**config.mk**
```make
export PLATFORM = sky130hd
export DESIGN_NAME = scalar_kalman_smoother_core
export DESIGN_NICKNAME = d
export VERILOG_FILES = /design/src/rtl/sks_pkg.sv /design/src/rtl/sks_divider.sv /design/src/rtl/sks_datapath.sv /design/src/rtl/sks_sequencer.sv /design/src/rtl/scalar_kalman_smoother_core.sv
export SDC_FILE = /design/constraint.sdc
export NUM_CORES = 2
export LEC_CHECK = 0
export BUFFER_PORTS_ARGS = -buffer_cell sky130_fd_sc_hd__buf_2
export CAP_MARGIN = 10
export CORE_MARGIN = 8
export CORE_UTILIZATION = 65
export DETAILED_ROUTE_END_ITERATION = 6
export PLACE_DENSITY = 0.82
export SYNTH_ARGS = -nofsm -noshare
export SYNTH_HDL_FRONTEND = slang
export SYNTH_SLANG_ARGS = --single-unit
```
**constraint.sdc**
```tcl
create_clock -name aclk -period 10.15 [get_ports aclk]
set_input_delay 2.03 -clock aclk [delete_from_list [all_inputs] [get_ports aclk]]
set_output_delay 2.03 -clock aclk [all_outputs]
set_load 0.02 [all_outputs]
```
**src/rtl/sks_pkg.sv**
```systemverilog
// ----------------------------------------------------------------------------
// sks_pkg
// Shared constants, types and the microcode program of the scalar Kalman
// smoother core.
// ----------------------------------------------------------------------------
package sks_pkg;

    // Fixed-point format
    localparam int FRAC_BITS   = 16;
    localparam int SAMPLE_BITS = 16;

    localparam int Q_W      = 32;
    localparam int SAMPLE_W = 16;
    localparam int FILT_W   = 16;
    localparam int GAIN_W   = FRAC_BITS + 1;
    localparam int PROD_W   = 2 * Q_W;
    localparam int SUM_W    = Q_W + 1;
    localparam int DIVR_W   = Q_W + 2;
    localparam int CNT_W    = $clog2(FRAC_BITS + 1);

    localparam logic [GAIN_W-1:0] ONE_Q    = GAIN_W'(1) << FRAC_BITS;
    localparam logic [PROD_W-1:0] SMP_MASK = (PROD_W'(1) << SAMPLE_BITS) - PROD_W'(1);

    // Configuration register map
    localparam int CFG_IDX_W = 2;
    localparam logic [CFG_IDX_W-1:0] REG_MEAS_ERR  = 2'd0;
    localparam logic [CFG_IDX_W-1:0] REG_INIT_ERR  = 2'd1;
    localparam logic [CFG_IDX_W-1:0] REG_PROC_NOISE = 2'd2;

    localparam logic [Q_W-1:0] MEAS_ERR_RST  = 32'd65536;
    localparam logic [Q_W-1:0] INIT_ERR_RST  = 32'd65536;
    localparam logic [Q_W-1:0] PROC_NOISE_RST = 32'd655;

    // Datapath operations
    typedef enum logic [3:0] {
        OP_NOP,
        OP_LOAD,
        OP_DIFF,
        OP_KLAT,
        OP_MUL_STEP,
        OP_MUL_T1,
        OP_MUL_T2,
        OP_ERR,
        OP_OUT
    } dp_op_t;

    // Hold conditions: the step repeats while its condition is true
    typedef enum logic [1:0] {
        COND_NONE,
        COND_WAIT_IN,
        COND_DIV_BUSY,
        COND_OUT_BUSY
    } cond_t;

    localparam int PC_W = 4;
    typedef logic [PC_W-1:0] pc_t;

    localparam pc_t PC_ENTRY = 4'd0;

    typedef struct packed {
        dp_op_t op;
        cond_t  cond;
        pc_t    next_pc;
    } ucode_t;

    // Sequencer to datapath
    typedef struct packed {
        dp_op_t op;
        logic   fire;
    } ctl_t;

    // Datapath to sequencer
    typedef struct packed {
        logic div_busy;
        logic out_busy;
    } stat_t;

    // Microcode program, one control word per step
    function automatic ucode_t prog_word(pc_t pc);
        ucode_t w;
        case (pc)
            4'd0:    w = '{op: OP_LOAD,     cond: COND_WAIT_IN,  next_pc: 4'd1};
            4'd1:    w = '{op: OP_DIFF,     cond: COND_NONE,     next_pc: 4'd2};
            4'd2:    w = '{op: OP_NOP,      cond: COND_DIV_BUSY, next_pc: 4'd3};
            4'd3:    w = '{op: OP_KLAT,     cond: COND_NONE,     next_pc: 4'd4};
            4'd4:    w = '{op: OP_MUL_STEP, cond: COND_NONE,     next_pc: 4'd5};
            4'd5:    w = '{op: OP_MUL_T1,   cond: COND_NONE,     next_pc: 4'd6};
            4'd6:    w = '{op: OP_MUL_T2,   cond: COND_NONE,     next_pc: 4'd7};
            4'd7:    w = '{op: OP_ERR,      cond: COND_NONE,     next_pc: 4'd8};
            4'd8:    w = '{op: OP_OUT,      cond: COND_OUT_BUSY, next_pc: PC_ENTRY};
            default: w = '{op: OP_NOP,      cond: COND_NONE,     next_pc: PC_ENTRY};
        endcase
        return w;
    endfunction

endpackage

```
**src/rtl/sks_divider.sv**
```systemverilog
// ----------------------------------------------------------------------------
// sks_divider
// Restoring divider for the gain: quotient = (dividend << FRAC_BITS) / divisor,
// valid when dividend <= divisor. One quotient bit per cycle.
// ----------------------------------------------------------------------------
module sks_divider (
    input  logic                        aclk,
    input  logic                        aresetn,
    input  logic                        start,
    input  logic [sks_pkg::Q_W-1:0]     dividend,
    input  logic [sks_pkg::SUM_W-1:0]   divisor,
    output logic                        busy,
    output logic [sks_pkg::GAIN_W-1:0]  quotient
);
    import sks_pkg::*;

    logic [CNT_W-1:0]  cnt_reg;
    logic [DIVR_W-1:0] rem_reg;
    logic [GAIN_W-1:0] quo_reg;

    logic [DIVR_W-1:0] dsr;
    logic [DIVR_W-1:0] dvd;
    logic [DIVR_W-1:0] trial;

    assign dsr   = DIVR_W'(divisor);
    assign dvd   = DIVR_W'(dividend);
    assign trial = {rem_reg[DIVR_W-2:0], 1'b0};

    // Iteration counter
    always_ff @(posedge aclk) begin
        if (!aresetn) begin
            cnt_reg <= '0;
        end else if (start) begin
            cnt_reg <= CNT_W'(FRAC_BITS);
        end else if (cnt_reg != '0) begin
            cnt_reg <= cnt_reg - CNT_W'(1);
        end
    end

    // Remainder and quotient; the integer bit is settled at start
    always_ff @(posedge aclk) begin
        if (start) begin
            if (dvd >= dsr) begin
                rem_reg <= dvd - dsr;
                quo_reg <= GAIN_W'(1);
            end else begin
                rem_reg <= dvd;
                quo_reg <= '0;
            end
        end else if (cnt_reg != '0) begin
            if (trial >= dsr) begin
                rem_reg <= trial - dsr;
                quo_reg <= {quo_reg[GAIN_W-2:0], 1'b1};
            end else begin
                rem_reg <= trial;
                quo_reg <= {quo_reg[GAIN_W-2:0], 1'b0};
            end
        end
    end

    assign busy     = (cnt_reg != '0);
    assign quotient = quo_reg;

`ifndef NO_ASSERTIONS
    // Partial remainder stays below a nonzero divisor while iterating
    a_rem_bound: assert property (@(posedge aclk) disable iff (!aresetn)
        (cnt_reg != '0 && dsr != '0) |-> (rem_reg < dsr))
        else $error("divider remainder out of range");

    // Counter never loaded past the iteration count
    a_cnt_range: assert property (@(posedge aclk) disable iff (!aresetn)
        cnt_reg <= CNT_W'(FRAC_BITS))
        else $error("divider counter out of range");
`endif

endmodule

```
**src/rtl/sks_datapath.sv**
```systemverilog
// ----------------------------------------------------------------------------
// sks_datapath
// Registers, shared 32x32 multiplier, gain divider, configuration registers
// and the output register, driven one operation per step by the sequencer.
// ----------------------------------------------------------------------------
module sks_datapath (
    input  logic                               aclk,
    input  logic                               aresetn,
    input  sks_pkg::ctl_t                      ctl,
    output sks_pkg::stat_t                     stat,
    input  logic                               cfg_we,
    input  logic [sks_pkg::CFG_IDX_W-1:0]      cfg_addr,
    input  logic [sks_pkg::Q_W-1:0]            cfg_wdata,
    input  logic [sks_pkg::SAMPLE_W-1:0]       s_sample,
    output logic                               m_valid,
    input  logic                               m_ready,
    output logic [sks_pkg::FILT_W-1:0]         m_filtered_value,
    output logic [sks_pkg::Q_W-1:0]            m_estimate_fixed,
    output logic [sks_pkg::GAIN_W-1:0]         m_gain,
    output logic [sks_pkg::Q_W-1:0]            m_estimate_error_out
);
    import sks_pkg::*;

    // Configuration and filter state
    logic [Q_W-1:0] meas_err_reg;
    logic [Q_W-1:0] proc_noise_reg;
    logic [Q_W-1:0] last_reg;
    logic [Q_W-1:0] err_est_reg;

    // Per-item working registers
    logic [Q_W-1:0]    target_reg;
    logic [SUM_W-1:0]  sum_reg;
    logic              up_reg;
    logic [Q_W-1:0]    mag_reg;
    logic [GAIN_W-1:0] k_reg;
    logic [PROD_W-1:0] prod_reg;
    logic [Q_W-1:0]    step_reg;
    logic [Q_W-1:0]    t1_reg;
    logic [Q_W-1:0]    est_reg;
    logic [Q_W-1:0]    err_reg;

    // Output register
    logic              m_valid_reg;
    logic [Q_W-1:0]    m_est_reg;
    logic [GAIN_W-1:0] m_gain_reg;
    logic [Q_W-1:0]    m_err_reg;

    logic              div_start;
    logic              div_busy;
    logic [GAIN_W-1:0] div_quo;

    logic [PROD_W-1:0] target_wide;
    logic [Q_W-1:0]    target_sat;
    logic [Q_W-1:0]    mul_a;
    logic [Q_W-1:0]    mul_b;
    logic [PROD_W-1:0] prod_shr;
    logic [PROD_W-1:0] err_sum;
    logic [Q_W-1:0]    newest;
    logic              fire_out;

    // Sample scaled to Q format, saturated to 32 bits
    assign target_wide = (PROD_W'(s_sample) & SMP_MASK) << FRAC_BITS;
    assign target_sat  = (|target_wide[PROD_W-1:Q_W]) ? '1 : target_wide[Q_W-1:0];

    assign prod_shr = prod_reg >> FRAC_BITS;
    assign err_sum  = PROD_W'(t1_reg) + prod_shr;
    assign newest   = up_reg ? (last_reg + step_reg) : (last_reg - step_reg);

    assign div_start = ctl.fire && (ctl.op == OP_DIFF);
    assign fire_out  = ctl.fire && (ctl.op == OP_OUT);

    // Gain divider
    sks_divider u_div (
        .aclk     (aclk),
        .aresetn  (aresetn),
        .start    (div_start),
        .dividend (err_est_reg),
        .divisor  (sum_reg),
        .busy     (div_busy),
        .quotient (div_quo)
    );

    // Multiplier operand select
    always_comb begin
        case (ctl.op)
            OP_MUL_STEP: begin
                mul_a = mag_reg;
                mul_b = Q_W'(k_reg);
            end
            OP_MUL_T1: begin
                mul_a = err_est_reg;
                mul_b = Q_W'(ONE_Q - k_reg);
            end
            OP_MUL_T2: begin
                mul_a = step_reg;
                mul_b = proc_noise_reg;
            end
            default: begin
                mul_a = '0;
                mul_b = '0;
            end
        endcase
    end

    // Working registers, one operation per step
    always_ff @(posedge aclk) begin
        if (ctl.fire) begin
            case (ctl.op)
                OP_LOAD: begin
                    target_reg <= target_sat;
                    sum_reg    <= SUM_W'(err_est_reg) + SUM_W'(meas_err_reg);
                end
                OP_DIFF: begin
                    up_reg  <= (target_reg >= last_reg);
                    mag_reg <= (target_reg >= last_reg) ? (target_reg - last_reg)
                                                        : (last_reg - target_reg);
                end
                OP_KLAT: begin
                    k_reg <= (sum_reg == '0) ? '0 : div_quo;
                end
                OP_MUL_STEP: begin
                    prod_reg <= mul_a * mul_b;
                end
                OP_MUL_T1: begin
                    step_reg <= prod_shr[Q_W-1:0];
                    prod_reg <= mul_a * mul_b;
                end
                OP_MUL_T2: begin
                    t1_reg   <= prod_shr[Q_W-1:0];
                    est_reg  <= newest;
                    prod_reg <= mul_a * mul_b;
                end
                OP_ERR: begin
                    err_reg <= (|err_sum[PROD_W-1:Q_W]) ? '1 : err_sum[Q_W-1:0];
                end
                default: begin
                end
            endcase
        end
    end

    // Configuration registers and filter state; an initial error write
    // goes straight into the error state
    always_ff @(posedge aclk) begin
        if (!aresetn) begin
            meas_err_reg   <= MEAS_ERR_RST;
            proc_noise_reg <= PROC_NOISE_RST;
            last_reg       <= '0;
            err_est_reg    <= INIT_ERR_RST;
        end else begin
            if (fire_out) begin
                last_reg    <= est_reg;
                err_est_reg <= err_reg;
            end
            if (cfg_we) begin
                case (cfg_addr)
                    REG_MEAS_ERR: meas_err_reg <= cfg_wdata;
                    REG_INIT_ERR: err_est_reg <= cfg_wdata;
                    REG_PROC_NOISE: proc_noise_reg <= cfg_wdata;
                    default: begin
                    end
                endcase
            end
        end
    end

    // Output register: valid flag
    always_ff @(posedge aclk) begin
        if (!aresetn) begin
            m_valid_reg <= 1'b0;
        end else if (fire_out) begin
            m_valid_reg <= 1'b1;
        end else if (m_ready) begin
            m_valid_reg <= 1'b0;
        end
    end

    // Output register: payload
    always_ff @(posedge aclk) begin
        if (fire_out) begin
            m_est_reg  <= est_reg;
            m_gain_reg <= k_reg;
            m_err_reg  <= err_reg;
        end
    end

    assign stat.div_busy = div_busy;
    assign stat.out_busy = m_valid_reg && !m_ready;

    assign m_valid              = m_valid_reg;
    assign m_filtered_value     = FILT_W'(m_est_reg >> FRAC_BITS);
    assign m_estimate_fixed     = m_est_reg;
    assign m_gain               = m_gain_reg;
    assign m_estimate_error_out = m_err_reg;

`ifndef NO_ASSERTIONS
    // Gain used in the multiplies never exceeds one
    a_gain_le_one: assert property (@(posedge aclk) disable iff (!aresetn)
        (ctl.fire && ctl.op == OP_MUL_STEP) |-> (k_reg <= ONE_Q))
        else $error("gain above one");

    // New estimate lies between the last estimate and the target
    a_est_between: assert property (@(posedge aclk) disable iff (!aresetn)
        fire_out |-> (up_reg ? (est_reg >= last_reg && est_reg <= target_reg)
                             : (est_reg <= last_reg && est_reg >= target_reg)))
        else $error("estimate outside last/target interval");

    // Divisor holds while the divider runs
    a_sum_stable: assert property (@(posedge aclk) disable iff (!aresetn)
        div_busy |=> $stable(sum_reg))
        else $error("divisor changed during division");

    // Output register is only loaded when free
    a_out_free: assert property (@(posedge aclk) disable iff (!aresetn)
        fire_out |-> (!m_valid_reg || m_ready))
        else $error("result overwritten before delivery");
`endif

endmodule

```
**src/rtl/sks_sequencer.sv**
```systemverilog
// ----------------------------------------------------------------------------
// sks_sequencer
// Step counter over the microcode program; each step repeats while its hold
// condition is true, then jumps to the word's next step.
// ----------------------------------------------------------------------------
module sks_sequencer (
    input  logic           aclk,
    input  logic           aresetn,
    input  logic           s_valid,
    output logic           s_ready,
    input  sks_pkg::stat_t stat,
    output sks_pkg::ctl_t  ctl
);
    import sks_pkg::*;

    pc_t    pc_reg;
    pc_t    pc_next;
    ucode_t word;
    logic   hold;

    assign word = prog_word(pc_reg);

    // Hold condition decode
    always_comb begin
        case (word.cond)
            COND_WAIT_IN:  hold = !s_valid;
            COND_DIV_BUSY: hold = stat.div_busy;
            COND_OUT_BUSY: hold = stat.out_busy;
            default:       hold = 1'b0;
        endcase
    end

    assign pc_next = hold ? pc_reg : word.next_pc;

    // Step counter
    always_ff @(posedge aclk) begin
        if (!aresetn) begin
            pc_reg <= PC_ENTRY;
        end else begin
            pc_reg <= pc_next;
        end
    end

    assign ctl.op   = word.op;
    assign ctl.fire = !hold;
    assign s_ready  = (pc_reg == PC_ENTRY);

endmodule

```
**src/rtl/scalar_kalman_smoother_core.sv**
```systemverilog
// ----------------------------------------------------------------------------
// scalar_kalman_smoother_core
// Scalar Kalman smoother for unsigned sensor samples, Q16.16 state.
//
// Usage:
//   Input channel s_valid/s_ready/s_sample carries one raw sample per item.
//   Result channel m_valid/m_ready carries filtered value, Q16.16 estimate,
//   gain (Q1.16) and updated estimate error for each sample.
//   Configuration: cfg_we/cfg_addr/cfg_wdata, index 0 measurement error,
//   1 initial estimate error (also reloads the error state), 2 process noise.
//   Write configuration only while no item is in flight.
// Flow:
//   From acceptance to m_valid an item runs the 8 microcode steps after
//   the entry step, one of which waits on the bit-serial gain divider.
//   One item is in flight at a time; s_ready is high only at the
//   program entry step, so a new sample waits until the last has left it.
//   The result sits in an output register, so the next item is accepted and
//   processed while it waits; the last step holds if m_ready stays low.
// Reset: synchronous, active low; configuration registers return to their defaults, the
//   estimate clears to zero and the error loads the initial error.
// ----------------------------------------------------------------------------
module scalar_kalman_smoother_core (
    input  logic                              aclk,
    input  logic                              aresetn,
    input  logic                              cfg_we,
    input  logic [sks_pkg::CFG_IDX_W-1:0]     cfg_addr,
    input  logic [sks_pkg::Q_W-1:0]           cfg_wdata,
    input  logic                              s_valid,
    output logic                              s_ready,
    input  logic [sks_pkg::SAMPLE_W-1:0]      s_sample,
    output logic                              m_valid,
    input  logic                              m_ready,
    output logic [sks_pkg::FILT_W-1:0]        m_filtered_value,
    output logic [sks_pkg::Q_W-1:0]           m_estimate_fixed,
    output logic [sks_pkg::GAIN_W-1:0]        m_gain,
    output logic [sks_pkg::Q_W-1:0]           m_estimate_error_out
);
    import sks_pkg::*;

    ctl_t  ctl;
    stat_t stat;

    // Microcode control
    sks_sequencer u_seq (
        .aclk    (aclk),
        .aresetn (aresetn),
        .s_valid (s_valid),
        .s_ready (s_ready),
        .stat    (stat),
        .ctl     (ctl)
    );

    // Arithmetic, state and output register
    sks_datapath u_dp (
        .aclk                 (aclk),
        .aresetn              (aresetn),
        .ctl                  (ctl),
        .stat                 (stat),
        .cfg_we               (cfg_we),
        .cfg_addr             (cfg_addr),
        .cfg_wdata            (cfg_wdata),
        .s_sample             (s_sample),
        .m_valid              (m_valid),
        .m_ready              (m_ready),
        .m_filtered_value     (m_filtered_value),
        .m_estimate_fixed     (m_estimate_fixed),
        .m_gain               (m_gain),
        .m_estimate_error_out (m_estimate_error_out)
    );

endmodule
```
After elaboration in Yosys (flattened, before gate mapping) --
Memory sizes are Yosys's and may differ from the RTL's. A register that Yosys moved wholly into a read port is not among the register bits. Index checks and enable logic that the tools add are counted.
Storage, ports and cells: flip-flop bits (word level) 560, bits in read-only memories 160, output and inout bits 99, word-level logic and storage cells 99, memories 1
Memories:
- (no name shown) | depth 16, width 10, rd ports 1, clocked after memory_dff 1, wr ports 0, line sks_pkg.sv:81 | case (pc)
Cells by class: add/sub/neg operators 10, $mul 1, $lt $le $gt $ge 3, eq/ne operators 13, muxes and demuxes 22, bitwise logic cells 2, reductions and logical operators 24
Operator list (count):
- one-hot mux 32 bit (3 select lines) | 2
- two-way mux 32 bit | 5
- two-way mux 33 bit | 4
- subtractor 32 bit | 3
- multiplier 32 x 32 -> 64 bit | 1
- adder 32 x 48 -> 49 bit | 1
- greater-or-equal comparator 34 x 33 -> 1 bit | 1
- two-way mux 17 bit | 2
- adder 32 x 32 -> 33 bit | 1
- greater-or-equal comparator 32 x 33 -> 1 bit | 1
- zero test 33 bit | 1
- subtractor 32 x 33 -> 33 bit | 1
- subtractor 33 bit | 1
- adder 32 bit | 1
- greater-or-equal comparator 32 bit | 1
- OR reduction 32 bit | 1
- AND reduction 2 bit | 9
- subtractor 17 x 17 -> 18 bit, first input constant | 1
- == test 4 x 3 -> 1 bit, second input constant | 4
- two-way mux 5 bit | 2
- == test 4 x 2 -> 1 bit, second input constant | 2
- two-way mux 4 bit | 2
- == test 2 bit, second input constant | 3
- nonzero test 5 bit | 1
- other kinds (14) | 24

Longest topological paths before layout --
word-level depth 8, depth in mapped cells 38, gate-level depth less buffers 37

Modules after synthesis --
A second synthesis with hierarchy kept.
Second synthesis, totals: cells, all modules 7013, area, all modules 64379.2 um2
Modules (own cells, without submodules):
- sks_datapath | instances 1, cells an instance 6222, area an instance 57511.4 um2, sequential area each 13272.7 um2
- sks_divider | instances 1, cells an instance 720, area an instance 6182.2 um2, sequential area each 1601.5 um2
- sks_sequencer | instances 1, cells an instance 71, area an instance 685.7 um2, sequential area each 280.3 um2

Least setup slack after synthesis --
No wires, ideal clock.
kind register -> register, start reg u_dp.k_reg[1], end reg u_dp.prod_reg[59], data pin, library setup time 258 ps, arrival time 9114 ps, data required time 9892 ps, slack 778 ps, stages on the path, launching flop included 33, path through edfxtp_1 > or3_1 > or3_1 > or4_1 > o41ai_1 > xor2_1 > nor2_1 > o21ai_1 > clkbuf_1 > nor2_1 > fa_1 > inv_1 > fa_1 > fa_1 > fa_1 > inv_1 > fa_1 > fa_1 > fa_1 > inv_1 > fa_1 > inv_1 > ha_1 > a21oi_1 > o21ai_0 > a2111oi_0 > nor3b_1 > nor3_1 > o221ai_1 > a221o_1 > o21a_1 > nor2_1 > xnor2_1
On the way: word-level cells in the longest chain between the ends 3
RTL lines:
- start, declared | line sks_datapath.sv:35 | logic [GAIN_W-1:0] k_reg;
- start signal, assigned | line sks_datapath.sv:119 | k_reg <= (sum_reg == '0) ? '0 : div_quo;
- subtractor 17 x 17 -> 18 bit | line sks_datapath.sv:92 | mul_b = Q_W'(ONE_Q - k_reg);
- one-hot mux 32 bit (3 select lines) * | line sks_datapath.sv:85 | case (ctl.op)
- multiplier 32 x 32 -> 64 bit * | line sks_datapath.sv:122, sks_datapath.sv:126, sks_datapath.sv:131
- end signal, assigned | line sks_datapath.sv:122 | prod_reg <= mul_a * mul_b;
- end signal, assigned | line sks_datapath.sv:126 | prod_reg <= mul_a * mul_b;
- end signal, assigned | line sks_datapath.sv:131 | prod_reg <= mul_a * mul_b;
- end, declared | line sks_datapath.sv:36 | logic [PROD_W-1:0] prod_reg;
Mark *: on every way between the ends. The rest lies on a longest branch, timed or not. A chain may end at the register's enable or synchronous reset.

Final worst setup path --
start reg u_dp.k_reg[1], end reg u_dp.prod_reg[63], data pin
Same word-level chain as after synthesis.

==> summary.md <==
| Metric | Value |
|---|---|
| Status | `finished, violations left` |
| Failing checks | `DRC` |
| All-Layer GR Usage | `0.419` |
| Fillers | `7318` |
| Fin nets | `8645` |
| Die ar. | `109000 um2` |
| Setup Viol. Count Final | `0` |
| Number of enable flip-flop cells after synthesis | `406` |
| Fin. Hold Viols | `0` |
| Area leader, netlist | `fa_1` |
| CP most frequent cell | `fa_1` |
| First-pass GRT wire length | `338000 um` |
| RD Place Congestion | `1.07` |
| Crit Path Max Fanout | `15` |
| Most frequent cells in the layout | `1078 x inv_1, 1020 x nand2_1, 901 x fa_1` |
| Post-synth top area share | `0.282` |
| Clock latency on the worst-skew pair | `0.67 ns` |
| Net count after synthesis | `8413` |
| Length in cells of the worst reg-to-reg path | `30` |
| Asr flop ratio synth | `0` |
| HP Class | `flip-flop to flip-flop` |
| Clk root buf | `clkbuf_16` |
| Avg Cell Area, Syn | `9.15 um2` |
| Setup crit end kind | `flip-flop` |
| Nature of the critical path startpoint | `flip-flop` |
| CTS clk-pin slew, worst paths | `0.06 ns` |
| Slew Viols, Final | `0` |
| CP Data Required Time | `10.54 ns` |
| Initial core utilization | `0.653` |
| WL/cell | `26.6 um` |
| #FFs+latches synth | `554` |
| Worst EP arrival | `10.31 ns` |
| Least-Margin Pin Slew | `1.17 ns` |
| Deepest clock path buffer count | `3` |
| Post-Syn Area | `64000 um2` |
| Worst path slowest cell | `fa_1` |
| Initial antenna violation count | `12` |
| Syn-to-layout area delta | `9.92%` |
| Power Dens Cells | `135 nW/um2` |
| YS warnings | `0` |
| Clock buffer count from CTS | `59` |
| Synth top area cells | `fa_1 28%, edfxtp_1 19%, ha_1 9.0%` |
| Grt total ovfl | `0` |
| Vias | `53856` |
| Core box area | `98000 um2` |
| Most common cell after layout, fill and taps aside | `inv_1` |
| Final min period | `9.93 ns` |
| Top_reg_cell synth | `edfxtp_1` |
| Max stage delay on crit path | `0.57 ns` |
| Final ANT Viol Nets | `0` |
| Die X | `330 um` |
| Vias in the first global route | `54090` |
| Hold Path Depth | `0` |
| Critical path class | `flip-flop to flip-flop` |
| Input/output buffers | `153` |
| Hold bufs inserted after CTS | `0` |
| R2r startpoint | `u_dp.k_reg[1]` |
| DRT iter0 DRCs | `6590` |
| Via/cell ratio | `6.28` |
| FF+latch area | `15200 um2` |
| Htree depth | `2` |
| Final Cycle Share | `0.978` |
| Area of the multi-input gates | `43700 um2` |
| Seq/Total Area, Yosys | `0.237` |
| Worst vdd ir | `0.189 mV` |
| Sink Count | `554` |
| HP Start | `u_dp.est_reg[4]` |
| Drt pass-1 iters | `7` |
| Fmax | `0.101 GHz` |
| Number of core rows | `115` |
| Worst hold margin | `0.449 ns` |
| Top-Level Pins | `154` |
| Static Leakage | `32.8 nW` |
| Worst Setup SP | `u_dp.k_reg[1]` |
| DR DRC count | `2` |
| Total Wirelength | `228000 um` |
| Number of flip-flops in the largest register | `48` |
| Layout Skew | `0.0422 ns` |
| Detailed placement HPWL | `185000 um` |
| Share of cells above drive strength 1 | `0.0983` |
| PnR worst setup slack | `0.225 ns` |
| Largest net degree at the start of global routing | `103` |
| Unique masters post-synth | `82` |
| TritonCTS clock tree | `yes` |
| Max Cap Viol | `0` |
| Syn Inst Count | `6998` |
| Die outline height | `330 um` |
| Pre-CTS WS | `-0.205 ns` |
| Rel. slew slack | `0.219` |
[path summary, 6_finish.rpt]
kind | endpoint | slack [ns]
setup reg to reg | u_dp.prod_reg[63] | 0.22
hold / removal | u_dp.m_estimate_fixed[4] | 0.45
hold reg to reg | u_dp.m_estimate_fixed[4] | 0.45
setup / recovery | u_dp.prod_reg[63] | 0.22
[cell usage after synthesis (9+ instances only)]
library cell  number
o21ai_0          186
a21oi_1          270
nand4_1           44
a21o_1           144
nor3_1            68
and2_1            73
o21a_1            50
and4_1            10
dfxtp_1          148
o211a_1           34
or2_2              9
edfxtp_1         406
a21boi_0          99
nand2_1         1025
mux2i_1           52
and3_1            27
nor4_1            20
o21ai_1           28
nand3_1           95
o211ai_1          20
ha_1             459
nand2b_1          35
inv_1           1080
buf_1             10
xnor2_1          147
buf_4             18
clkbuf_1         321
o21bai_1          27
nor2b_1           66
a31oi_1           41
xor2_1           112
a211oi_1          45
or3_1             19
o41ai_1           10
o31a_1             9
nor2_1           715
fa_1             901
or4_1             10
o31ai_1           25
[worst max-delay path, delay by kind of cell, from the launching register on]
| kind | cells | cell delay (ns) |
|---|---|---|
| buffers and inverters | 4 | 0.70 |
| adder cells (fa/ha/maj) | 9 | 4.03 |
| XOR/XNOR | 1 | 0.09 |
| AO/OA/AOI/OAI | 9 | 2.45 |
| flip-flops | 1 | 0.41 |
| AND/OR/NAND/NOR | 7 | 1.98 |
[final cells by class]
class                           count  share of cell area
Antenna cell                        4            0.000142
Clock buffer                       79              0.0241
Clock inverter                     33             0.00516
Inverter                         1081              0.0577
Multi-Input combinational cell   5011               0.621
Sequential cell                   554               0.215
Tap cell                         1287              0.0229
Timing Repair Buffer              523              0.0535
[metal layers]
layer | global-route usage | vias up | part of all wire
met5 | 0 | - | 0.00027
met4 | 0.255 | 10 | 0.077
met3 | 0.130 | 853 | 0.14
met2 | 0.616 | 3681 | 0.42
met1 | 0.543 | 26315 | 0.36
li1 | - | 22997 | -
[timing repair]
item,4_1_cts,5_1_grt
cloned,0,0
setup endpoints to repair,16,24
setup buffers,0,2
pin swaps,0,1
endpoints found under the hold margin,0,0
gates resized for setup,8,34
[where the power goes]
group          switching, W  internal [W]
Clock               0.00101       0.00129
Sequential         0.000285       0.00294
Combinational       0.00257       0.00142
[stage by stage]
step            util  power (W)  setup TNS [ns]  instance area (um2)  std cells
3_3_place_gp   0.695    0.00696               0                68100       8454
3_5_place_dp   0.695    0.00707           -1.24                68100       8454
2_1_floorplan      -    0.00575               0                64000       6998
5_1_grt        0.718    0.00989         -0.0380                70400       8568
4_1_cts        0.716    0.00937               0                70200       8566
6_report       0.718    0.00951               0                70400       8572
[cells by family (layout without fill, tap and decap cells)]
logic type,Yosys count,after routing,share of synthesized area
and+or+nand+nor,2251,2251,0.151
adders and majority gates,1360,1360,0.371
muxes,54,54,0.00848
DFF,554,554,0.237
AOI/OAI and AO/OA,1087,1087,0.112
xor gates and xnor gates,259,259,0.0354
other,0,4,0
buffers and inverters,1433,1716,0.0852
No activity file was read; power rests on OpenSTA's default activity.
